## config.mk

```make
export PLATFORM = sky130hd
export DESIGN_NAME = pcg32_random_generator_flat
export DESIGN_NICKNAME = d
export VERILOG_FILES = /design/src/rtl/core/pcg32_pkg.sv /design/src/rtl/core/pcg32_channels.sv /design/src/rtl/core/pcg32_random_generator.sv /design/src/flat_wrapper.sv
export VERILOG_INCLUDE_DIRS = /design/src /design/src/rtl/core
export SDC_FILE = /design/constraint.sdc
export NUM_CORES = 2
export LEC_CHECK = 0
export BUFFER_PORTS_ARGS = -buffer_cell sky130_fd_sc_hd__buf_2
export CORE_MARGIN = 2
export CORE_UTILIZATION = 30
export CTS_CLUSTER_DIAMETER = 30
export DETAILED_ROUTE_END_ITERATION = 10
export SYNTH_ARGS = -nofsm -noshare
export SYNTH_HDL_FRONTEND = slang
export SYNTH_SLANG_ARGS = --single-unit
```

## constraint.sdc

```tcl
create_clock -name clock -period 13.1 [get_ports clock]
set_clock_uncertainty 0.15 [all_clocks]
set_input_delay 2.62 -clock clock [delete_from_list [all_inputs] [get_ports clock]]
set_output_delay 2.62 -clock clock [all_outputs]
set_load 0.005 [all_outputs]
```

## src/rtl/core/pcg32_random_generator_defines.svh

```systemverilog
// ----------------------------------------------------------------------------
// PCG32 generator assertion macros
// Shared property macros for the checks in the generator's RTL.
// ----------------------------------------------------------------------------
`ifndef PCG32_RANDOM_GENERATOR_DEFINES_SVH
`define PCG32_RANDOM_GENERATOR_DEFINES_SVH

// The consequent must hold in the same cycle as the antecedent.
`define PCG32_ASSERT_SAME(label, clk, rst, cond, expr) \
   label: assert property (@(posedge clk) disable iff (rst) (cond) |-> (expr)) \
      else $error("pcg32 same-cycle check failed");

// The consequent must hold in the cycle after the antecedent.
`define PCG32_ASSERT_NEXT(label, clk, rst, cond, expr) \
   label: assert property (@(posedge clk) disable iff (rst) (cond) |=> (expr)) \
      else $error("pcg32 next-cycle check failed");

`endif

```

## src/rtl/core/pcg32_pkg.sv

```systemverilog
// ----------------------------------------------------------------------------
// PCG32 generator package
// Types, constants and the XSH RR output function of the generator.
// ----------------------------------------------------------------------------
package pcg32_pkg;

   localparam logic [63:0] LCG_MULT    = 64'd6364136223846793005;
   localparam logic [31:0] LCG_MULT_LO = LCG_MULT[31:0];
   localparam logic [31:0] LCG_MULT_HI = LCG_MULT[63:32];

   localparam logic [62:0] STREAM_RESET    = 63'd1;
   localparam logic [63:0] INCREMENT_RESET = 64'd3;

   localparam logic CMD_DRAW   = 1'b0;
   localparam logic CMD_RESEED = 1'b1;

   typedef enum logic [2:0] {
      SEQ_IDLE,
      SEQ_MUL_LO,
      SEQ_MUL_X1,
      SEQ_MUL_X2,
      SEQ_FINISH
   } seq_state_type;

   // XSH RR output of one LCG state.
   function automatic logic [31:0] xsh_rr(input logic [63:0] old);
      logic [63:0] mixed;
      logic [31:0] xs;
      logic [4:0]  rot;
      logic [63:0] doubled;
      mixed   = (old >> 18) ^ old;
      xs      = mixed[58:27];
      rot     = old[63:59];
      doubled = {xs, xs} >> rot;
      return doubled[31:0];
   endfunction

endpackage

```

## src/rtl/core/pcg32_channels.sv

```systemverilog
// ----------------------------------------------------------------------------
// PCG32 generator channels
// Valid/ready interfaces for the command and the random word channels.
// ----------------------------------------------------------------------------
interface pcg32_req_if;
   logic        valid;
   logic        ready;
   logic        command;
   logic [63:0] seed_value;

   modport source (output valid, output command, output seed_value, input ready);
   modport sink   (input valid, input command, input seed_value, output ready);
endinterface

interface pcg32_rsp_if;
   logic        valid;
   logic        ready;
   logic [31:0] random_word;

   modport source (output valid, output random_word, input ready);
   modport sink   (input valid, input random_word, output ready);
endinterface

```

## src/rtl/core/pcg32_random_generator.sv

```systemverilog
// A command word is accepted only in the idle state, so the next one waits until
// the previous one finishes; the 64-bit state update runs as three passes of one
// shared 32x32 multiplier and a final add.
// A finished draw may wait in the output register while the next word is taken.
// Reset (synchronous): state 0, increment 3, stream select 1, no word pending.
// ----------------------------------------------------------------------------
// PCG32 random generator
// PCG32 with XSH RR output; draw and reseed commands on a valid/ready channel.
// ----------------------------------------------------------------------------
`include "pcg32_random_generator_defines.svh"

module pcg32_random_generator (
   input  logic               clock,
   input  logic               reset,
   pcg32_req_if.sink          req_if,
   pcg32_rsp_if.source        rsp_if,
   input  logic               csr_write_enable,
   input  logic [62:0]        csr_write_data
);

   pcg32_pkg::seq_state_type seq_ff, seq_in;

   logic [62:0] stream_ff;
   logic [63:0] state_ff, state_in;
   logic [63:0] inc_ff, inc_in;
   logic [63:0] acc_ff, acc_in;
   logic [63:0] prod_ff;
   logic        draw_ff, draw_in;
   logic [31:0] word_ff;
   logic        rsp_valid_ff, rsp_valid_in;
   logic [31:0] rsp_word_ff;
   logic        load_rsp;
   logic [31:0] mul_a, mul_b;
   logic        accept;
   logic [63:0] new_inc;
   logic [63:0] upper_add;

   assign accept    = req_if.valid && req_if.ready;
   assign new_inc   = {stream_ff, 1'b1};
   assign upper_add = {prod_ff[31:0], 32'h0};

   always_comb begin
      seq_in       = seq_ff;
      state_in     = state_ff;
      inc_in       = inc_ff;
      acc_in       = acc_ff;
      draw_in      = draw_ff;
      load_rsp     = 1'b0;
      req_if.ready = 1'b0;
      mul_a        = state_ff[31:0];
      mul_b        = pcg32_pkg::LCG_MULT_LO;
      case (seq_ff)
         pcg32_pkg::SEQ_IDLE: begin
            req_if.ready = 1'b1;
            if (req_if.valid) begin
               draw_in = (req_if.command == pcg32_pkg::CMD_DRAW);
               if (req_if.command == pcg32_pkg::CMD_RESEED) begin
                  // Advancing from zero leaves the increment, then the seed is added.
                  inc_in   = new_inc;
                  state_in = new_inc + req_if.seed_value;
               end
               seq_in = pcg32_pkg::SEQ_MUL_LO;
            end
         end
         pcg32_pkg::SEQ_MUL_LO: begin
            seq_in = pcg32_pkg::SEQ_MUL_X1;
         end
         pcg32_pkg::SEQ_MUL_X1: begin
            mul_b  = pcg32_pkg::LCG_MULT_HI;
            acc_in = prod_ff + (inc_ff | 64'd1);
            seq_in = pcg32_pkg::SEQ_MUL_X2;
         end
         pcg32_pkg::SEQ_MUL_X2: begin
            mul_a  = state_ff[63:32];
            acc_in = acc_ff + upper_add;
            seq_in = pcg32_pkg::SEQ_FINISH;
         end
         pcg32_pkg::SEQ_FINISH: begin
            // The last partial product must stay steady while a draw waits.
            mul_a = state_ff[63:32];
            // A draw holds here until the output register is free.
            if (!draw_ff || !rsp_valid_ff || rsp_if.ready) begin
               state_in = acc_ff + upper_add;
               load_rsp = draw_ff;
               seq_in   = pcg32_pkg::SEQ_IDLE;
            end
         end
         default: begin
            seq_in = pcg32_pkg::SEQ_IDLE;
         end
      endcase
   end

   always_comb begin
      rsp_valid_in = rsp_valid_ff;
      if (rsp_valid_ff && rsp_if.ready) begin
         rsp_valid_in = 1'b0;
      end
      if (load_rsp) begin
         rsp_valid_in = 1'b1;
      end
   end

   always_ff @(posedge clock) begin
      if (reset) begin
         seq_ff       <= pcg32_pkg::SEQ_IDLE;
         stream_ff    <= pcg32_pkg::STREAM_RESET;
         state_ff     <= 64'h0;
         inc_ff       <= pcg32_pkg::INCREMENT_RESET;
         rsp_valid_ff <= 1'b0;
         draw_ff      <= 1'b0;
      end else begin
         seq_ff       <= seq_in;
         state_ff     <= state_in;
         inc_ff       <= inc_in;
         rsp_valid_ff <= rsp_valid_in;
         draw_ff      <= draw_in;
         if (csr_write_enable) begin
            stream_ff <= csr_write_data;
         end
      end
   end

   always_ff @(posedge clock) begin
      prod_ff <= mul_a * mul_b;
      acc_ff  <= acc_in;
      if (accept) begin
         word_ff <= pcg32_pkg::xsh_rr(state_ff);
      end
      if (load_rsp) begin
         rsp_word_ff <= word_ff;
      end
   end

   assign rsp_if.valid       = rsp_valid_ff;
   assign rsp_if.random_word = rsp_word_ff;

   `PCG32_ASSERT_SAME(a_rsp_from_finish, clock, reset, $rose(rsp_valid_ff), $past(load_rsp))
   `PCG32_ASSERT_SAME(a_increment_odd, clock, reset, 1'b1, inc_ff[0] == 1'b1)
   `PCG32_ASSERT_NEXT(a_accept_starts, clock, reset, accept, seq_ff == pcg32_pkg::SEQ_MUL_LO)

endmodule

```

## src/flat_wrapper.sv

```systemverilog
// flat-port wrapper written by rule: the top's interface ports become plain ports
module pcg32_random_generator_flat 
  (clock, reset, csr_write_enable, csr_write_data, req_if_valid, req_if_command, req_if_seed_value, req_if_ready, rsp_if_valid, rsp_if_random_word, rsp_if_ready);
  pcg32_req_if req_if_i ();
  pcg32_rsp_if rsp_if_i ();
  input  logic clock;
  input  logic reset;
  input  logic csr_write_enable;
  input  logic [62:0] csr_write_data;
  input wire logic [$bits(req_if_i.valid)-1:0] req_if_valid;
  input wire logic [$bits(req_if_i.command)-1:0] req_if_command;
  input wire logic [$bits(req_if_i.seed_value)-1:0] req_if_seed_value;
  output wire logic [$bits(req_if_i.ready)-1:0] req_if_ready;
  output wire logic [$bits(rsp_if_i.valid)-1:0] rsp_if_valid;
  output wire logic [$bits(rsp_if_i.random_word)-1:0] rsp_if_random_word;
  input wire logic [$bits(rsp_if_i.ready)-1:0] rsp_if_ready;
  assign req_if_i.valid = req_if_valid;
  assign req_if_i.command = req_if_command;
  assign req_if_i.seed_value = req_if_seed_value;
  assign req_if_ready = req_if_i.ready;
  assign rsp_if_valid = rsp_if_i.valid;
  assign rsp_if_random_word = rsp_if_i.random_word;
  assign rsp_if_i.ready = rsp_if_ready;
  pcg32_random_generator u_core (.clock(clock), .reset(reset), .req_if(req_if_i), .rsp_if(rsp_if_i), .csr_write_enable(csr_write_enable), .csr_write_data(csr_write_data));
endmodule
```

==> run_results.csv <==
group,metric,value,unit
worst_setup_path,r2r-end,"u_core.prod_ff[58]$_DFF_P_",
worst_setup_path,end_kind,"flop",
clock_network,cts_tree,"yes",
clock_network,clk_pin_slew,50,ps
clock_network,numCtsBuffers,74,
routing,routedWlPerCell,20.80,um
run,maxCapViolCount,0,
global_route,grt_pass1_wl,227800,um
worst_hold_path,hp-class,"flop to flop",
routing,drc,0,
worst_setup_path,r2r_start,"u_core.seq_ff[1]$_SDFFE_PP0P_",
global_route,grt_max_degree,84,
status,status,"finished, final reports clean",
worst_setup_path,cp_max_fo,28,
clock_network,cts.sinks,386,
yosys,synth_compound_area_frac,0.1394,
routing,vias,35817,
sta,fmax,0.09223,GHz
final_layout,nets,6366,
clock_network,clock_latency,660,ps
yosys,synth_top_family_by_area,"adder cells",
yosys,synth-seq-cells,386,
yosys,synth_cell_type_count,96,
worst_setup_path,path_class,"flop to flop",
yosys,syn_inst,5002,
routing,drt_iter0_drc,2530,
routing,viasPerCell,4.963,
worst_setup_path,worstRegToRegCells,36,
worst_setup_path,cpLargestDelayFamily,"adder cells",
final_layout,areaGrowthSynthToFinish,12.50,%
yosys,synthMuxAreaShare,0.03991,
final_layout,layout_common_cells,"811 x inv_1, 573 x ha_1, 538 x fa_1",
worst_setup_path,slowest_stage,"buf_4",
clock_network,cts_root_buf,"clkbuf_16",
global_route,grt_pass1_vias,36901,
sta,rsz0062_at_grt,"no",
floorplan,dieArea,155600,um2
routing,ant_nets,0,
sta,hold_viol_final,0,
floorplan,io_pins,167,
routing,drtPass1Iterations,6,
worst_setup_path,reg2reg_slack,2260,ps
floorplan,die_y,394.5,um
sta,min_period,10840,ps
worst_hold_path,worstHoldPathCells,0,
sta,tightest_slew,1395,ps
placed_design,routabilityCongestion,0.9530,
clock_network,cts.path.max_buffers,3,
floorplan,fp-row-count,143,
floorplan,core_area,151700,um2
yosys,synth_xor_area_frac,0.04251,
placed_design,place_hpwl,125100,um
clock_network,post-cts-setup-buffers,0,
final_layout,drive_gt1_frac,0.08238,
yosys,yosysWarnings,0,
worst_setup_path,cpPeakStageDelay,590,ps
clock_network,cts_hold_buf,0,
clock_network,htree_levels,3,
yosys,synthAdderAreaFrac,0.3922,
global_route,grt_util_all_layers,0.1914,
sta,finalSetupViolCount,0,
worst_setup_path,crit_top_cell,"fa_1",
yosys,synth_ff_type,"dfxtp_1",
placed_design,portBuffers,166,
final_layout,regArea,9009,um2
yosys,avgSynthCellArea,9.145,um2
sta,fin_tns_setup,0,ps
yosys,synth-simple-area-share,0.1057,
floorplan,start_util,0.3015,
worst_setup_path,startpoint_type,"flop",
sta,slew_headroom,0.04357,
worst_setup_path,cp.arrival,11260,ps
worst_setup_path,cp_num_buf_inv,8,
yosys,yosysSeqAreaShare,0.1969,
routing,drt_wl_total,150100,um
final_layout,filler_cell_count,15668,
sta,slew_viol_final,0,
worst_setup_path,required,13520,ps
global_route,antenna_found_initial,2,
clock_network,cts_resized,0,
worst_hold_path,min_to,"u_core.rsp_if.random_word[29]$_DFFE_PP_",
yosys,syn_area,45740,um2
global_route,grt_overflow,0,
floorplan,die_width,394.5,um
yosys,synthArstFlopShare,0,
final_layout,multiInputGateArea,33070,um2
worst_hold_path,hold_path_startpoint,"u_core.word_ff[29]$_DFFE_PP_",
final_layout,layout_commonest_cell,"inv_1",
sta,finalCritPeriodShare,0.8276,
yosys,synth_edf_count,128,
## stage by stage
step / cells / util / hold slack (ps) / instance area, um2 / setup slack [ps]
6_report: 7217 / 0.3391 / 256.4 / 51460 / 2258
3_5_place_dp: 7076 / 0.3218 / 254.5 / 48820 / 2412
3_3_place_gp: 7073 / 0.3214 / 252.4 / 48770 / 2673
4_1_cts: 7213 / 0.3391 / 255.7 / 51450 / 2326
5_1_grt: 7213 / 0.3391 / 268.1 / 51450 / 1574
2_1_floorplan: 5031 / - / 250.3 / 45850 / 1874
## worst register-to-register path: cells and delay by family (launching register included)
family          cells  cell delay (ps)
compound gates     12             2860
xor+xnor            1              180
fa+ha+maj           9             3780
buf+inv             8             1420
flops               1              420
mux                 1              620
simple gates        5             1350
## metal layers
metal | vias up | wire (um) | global-route usage
li1 | 16857 | - | -
met1 | 17642 | 64740 | 0.2463
met2 | 1080 | 71430 | 0.3291
met3 | 236 | 6885 | 0.01759
met4 | 2 | 7041 | 0.07784
met5 | - | 13 | 0
## flip-flops by register name, indices dropped and copies added, names as in the netlist
| register | flops |
|---|---|
| u_core.word_ff | 32 |
| u_core.inc_ff | 63 |
| u_core.rsp_if.valid | 1 |
| u_core.acc_ff | 64 |
| u_core.seq_ff | 3 |
| u_core.stream_ff | 63 |
| u_core.prod_ff | 63 |
| u_core.draw_ff | 1 |
| u_core.rsp_if.random_word | 32 |
| u_core.state_ff | 64 |
## worst max-delay path by stage
stage          depth (start not counted)                     startpoint  slack [ps]                    endpoint
3_5_place_dp                          33  u_core.seq_ff[1]$_SDFFE_PP0P_        2410  u_core.prod_ff[58]$_DFF_P_
3_3_place_gp                          31  u_core.seq_ff[1]$_SDFFE_PP0P_        2670  u_core.prod_ff[59]$_DFF_P_
6_report                              36  u_core.seq_ff[1]$_SDFFE_PP0P_        2260  u_core.prod_ff[58]$_DFF_P_
5_1_grt                               36  u_core.seq_ff[1]$_SDFFE_PP0P_        1570  u_core.prod_ff[58]$_DFF_P_
4_1_cts                               36  u_core.seq_ff[1]$_SDFFE_PP0P_        2330  u_core.prod_ff[58]$_DFF_P_
2_1_floorplan                         34  u_core.seq_ff[1]$_SDFFE_PP0P_        1870  u_core.prod_ff[59]$_DFF_P_
## cell families after synthesis
group,Yosys count
and+or+nand+nor,1129
DFF,386
muxes,166
AOI/OAI and AO/OA,978
adders and majority gates,1111
buffers and inverters,1008
other,2
xor gates and xnor gates,222
## cell type report
class / instances / share of cell area
repair buffers: 199 / 0.02142
inverters: 824 / 0.06013
multi-input cells: 3637 / 0.6427
clock inverters: 49 / 0.01226
well taps: 2030 / 0.04936
flip-flops and latches: 386 / 0.1751
clock buffers: 88 / 0.03883
diodes: 4 / 0.0001945
## synth_stat cells, drive strengths merged (11+ instances only)
cell / n / area, um2
a211oi: 37 / 282.8
a21boi: 11 / 82.57
a21o: 182 / 1366
a21oi: 333 / 1678
a311oi: 30 / 269.0
a31oi: 33 / 242.7
and2: 18 / 112.6
and3: 25 / 161.4
buf: 34 / 147.6
clkbuf: 150 / 565.5
clkinv: 11 / 41.29
dfxtp: 258 / 5165
edfxtp: 128 / 3844
fa: 538 / 10770
ha: 573 / 7169
inv: 813 / 3052
mux2: 31 / 349.1
mux2i: 125 / 1251
nand2: 429 / 1610
nand2b: 25 / 156.4
nand3: 40 / 200.2
nand4: 37 / 231.5
nor2: 433 / 1625
nor2b: 38 / 240.2
nor3: 51 / 260.3
o211ai: 16 / 143.9
o21a: 17 / 127.6
o21ai: 184 / 932.1
o21bai: 29 / 217.7
o31ai: 18 / 186.4
or3: 12 / 75.07
xnor2: 138 / 1209
xor2: 84 / 735.7
Power is left out: the tool's default activity adds up to more than one toggle a clock period on the data nets, which glitch-free logic cannot reach.
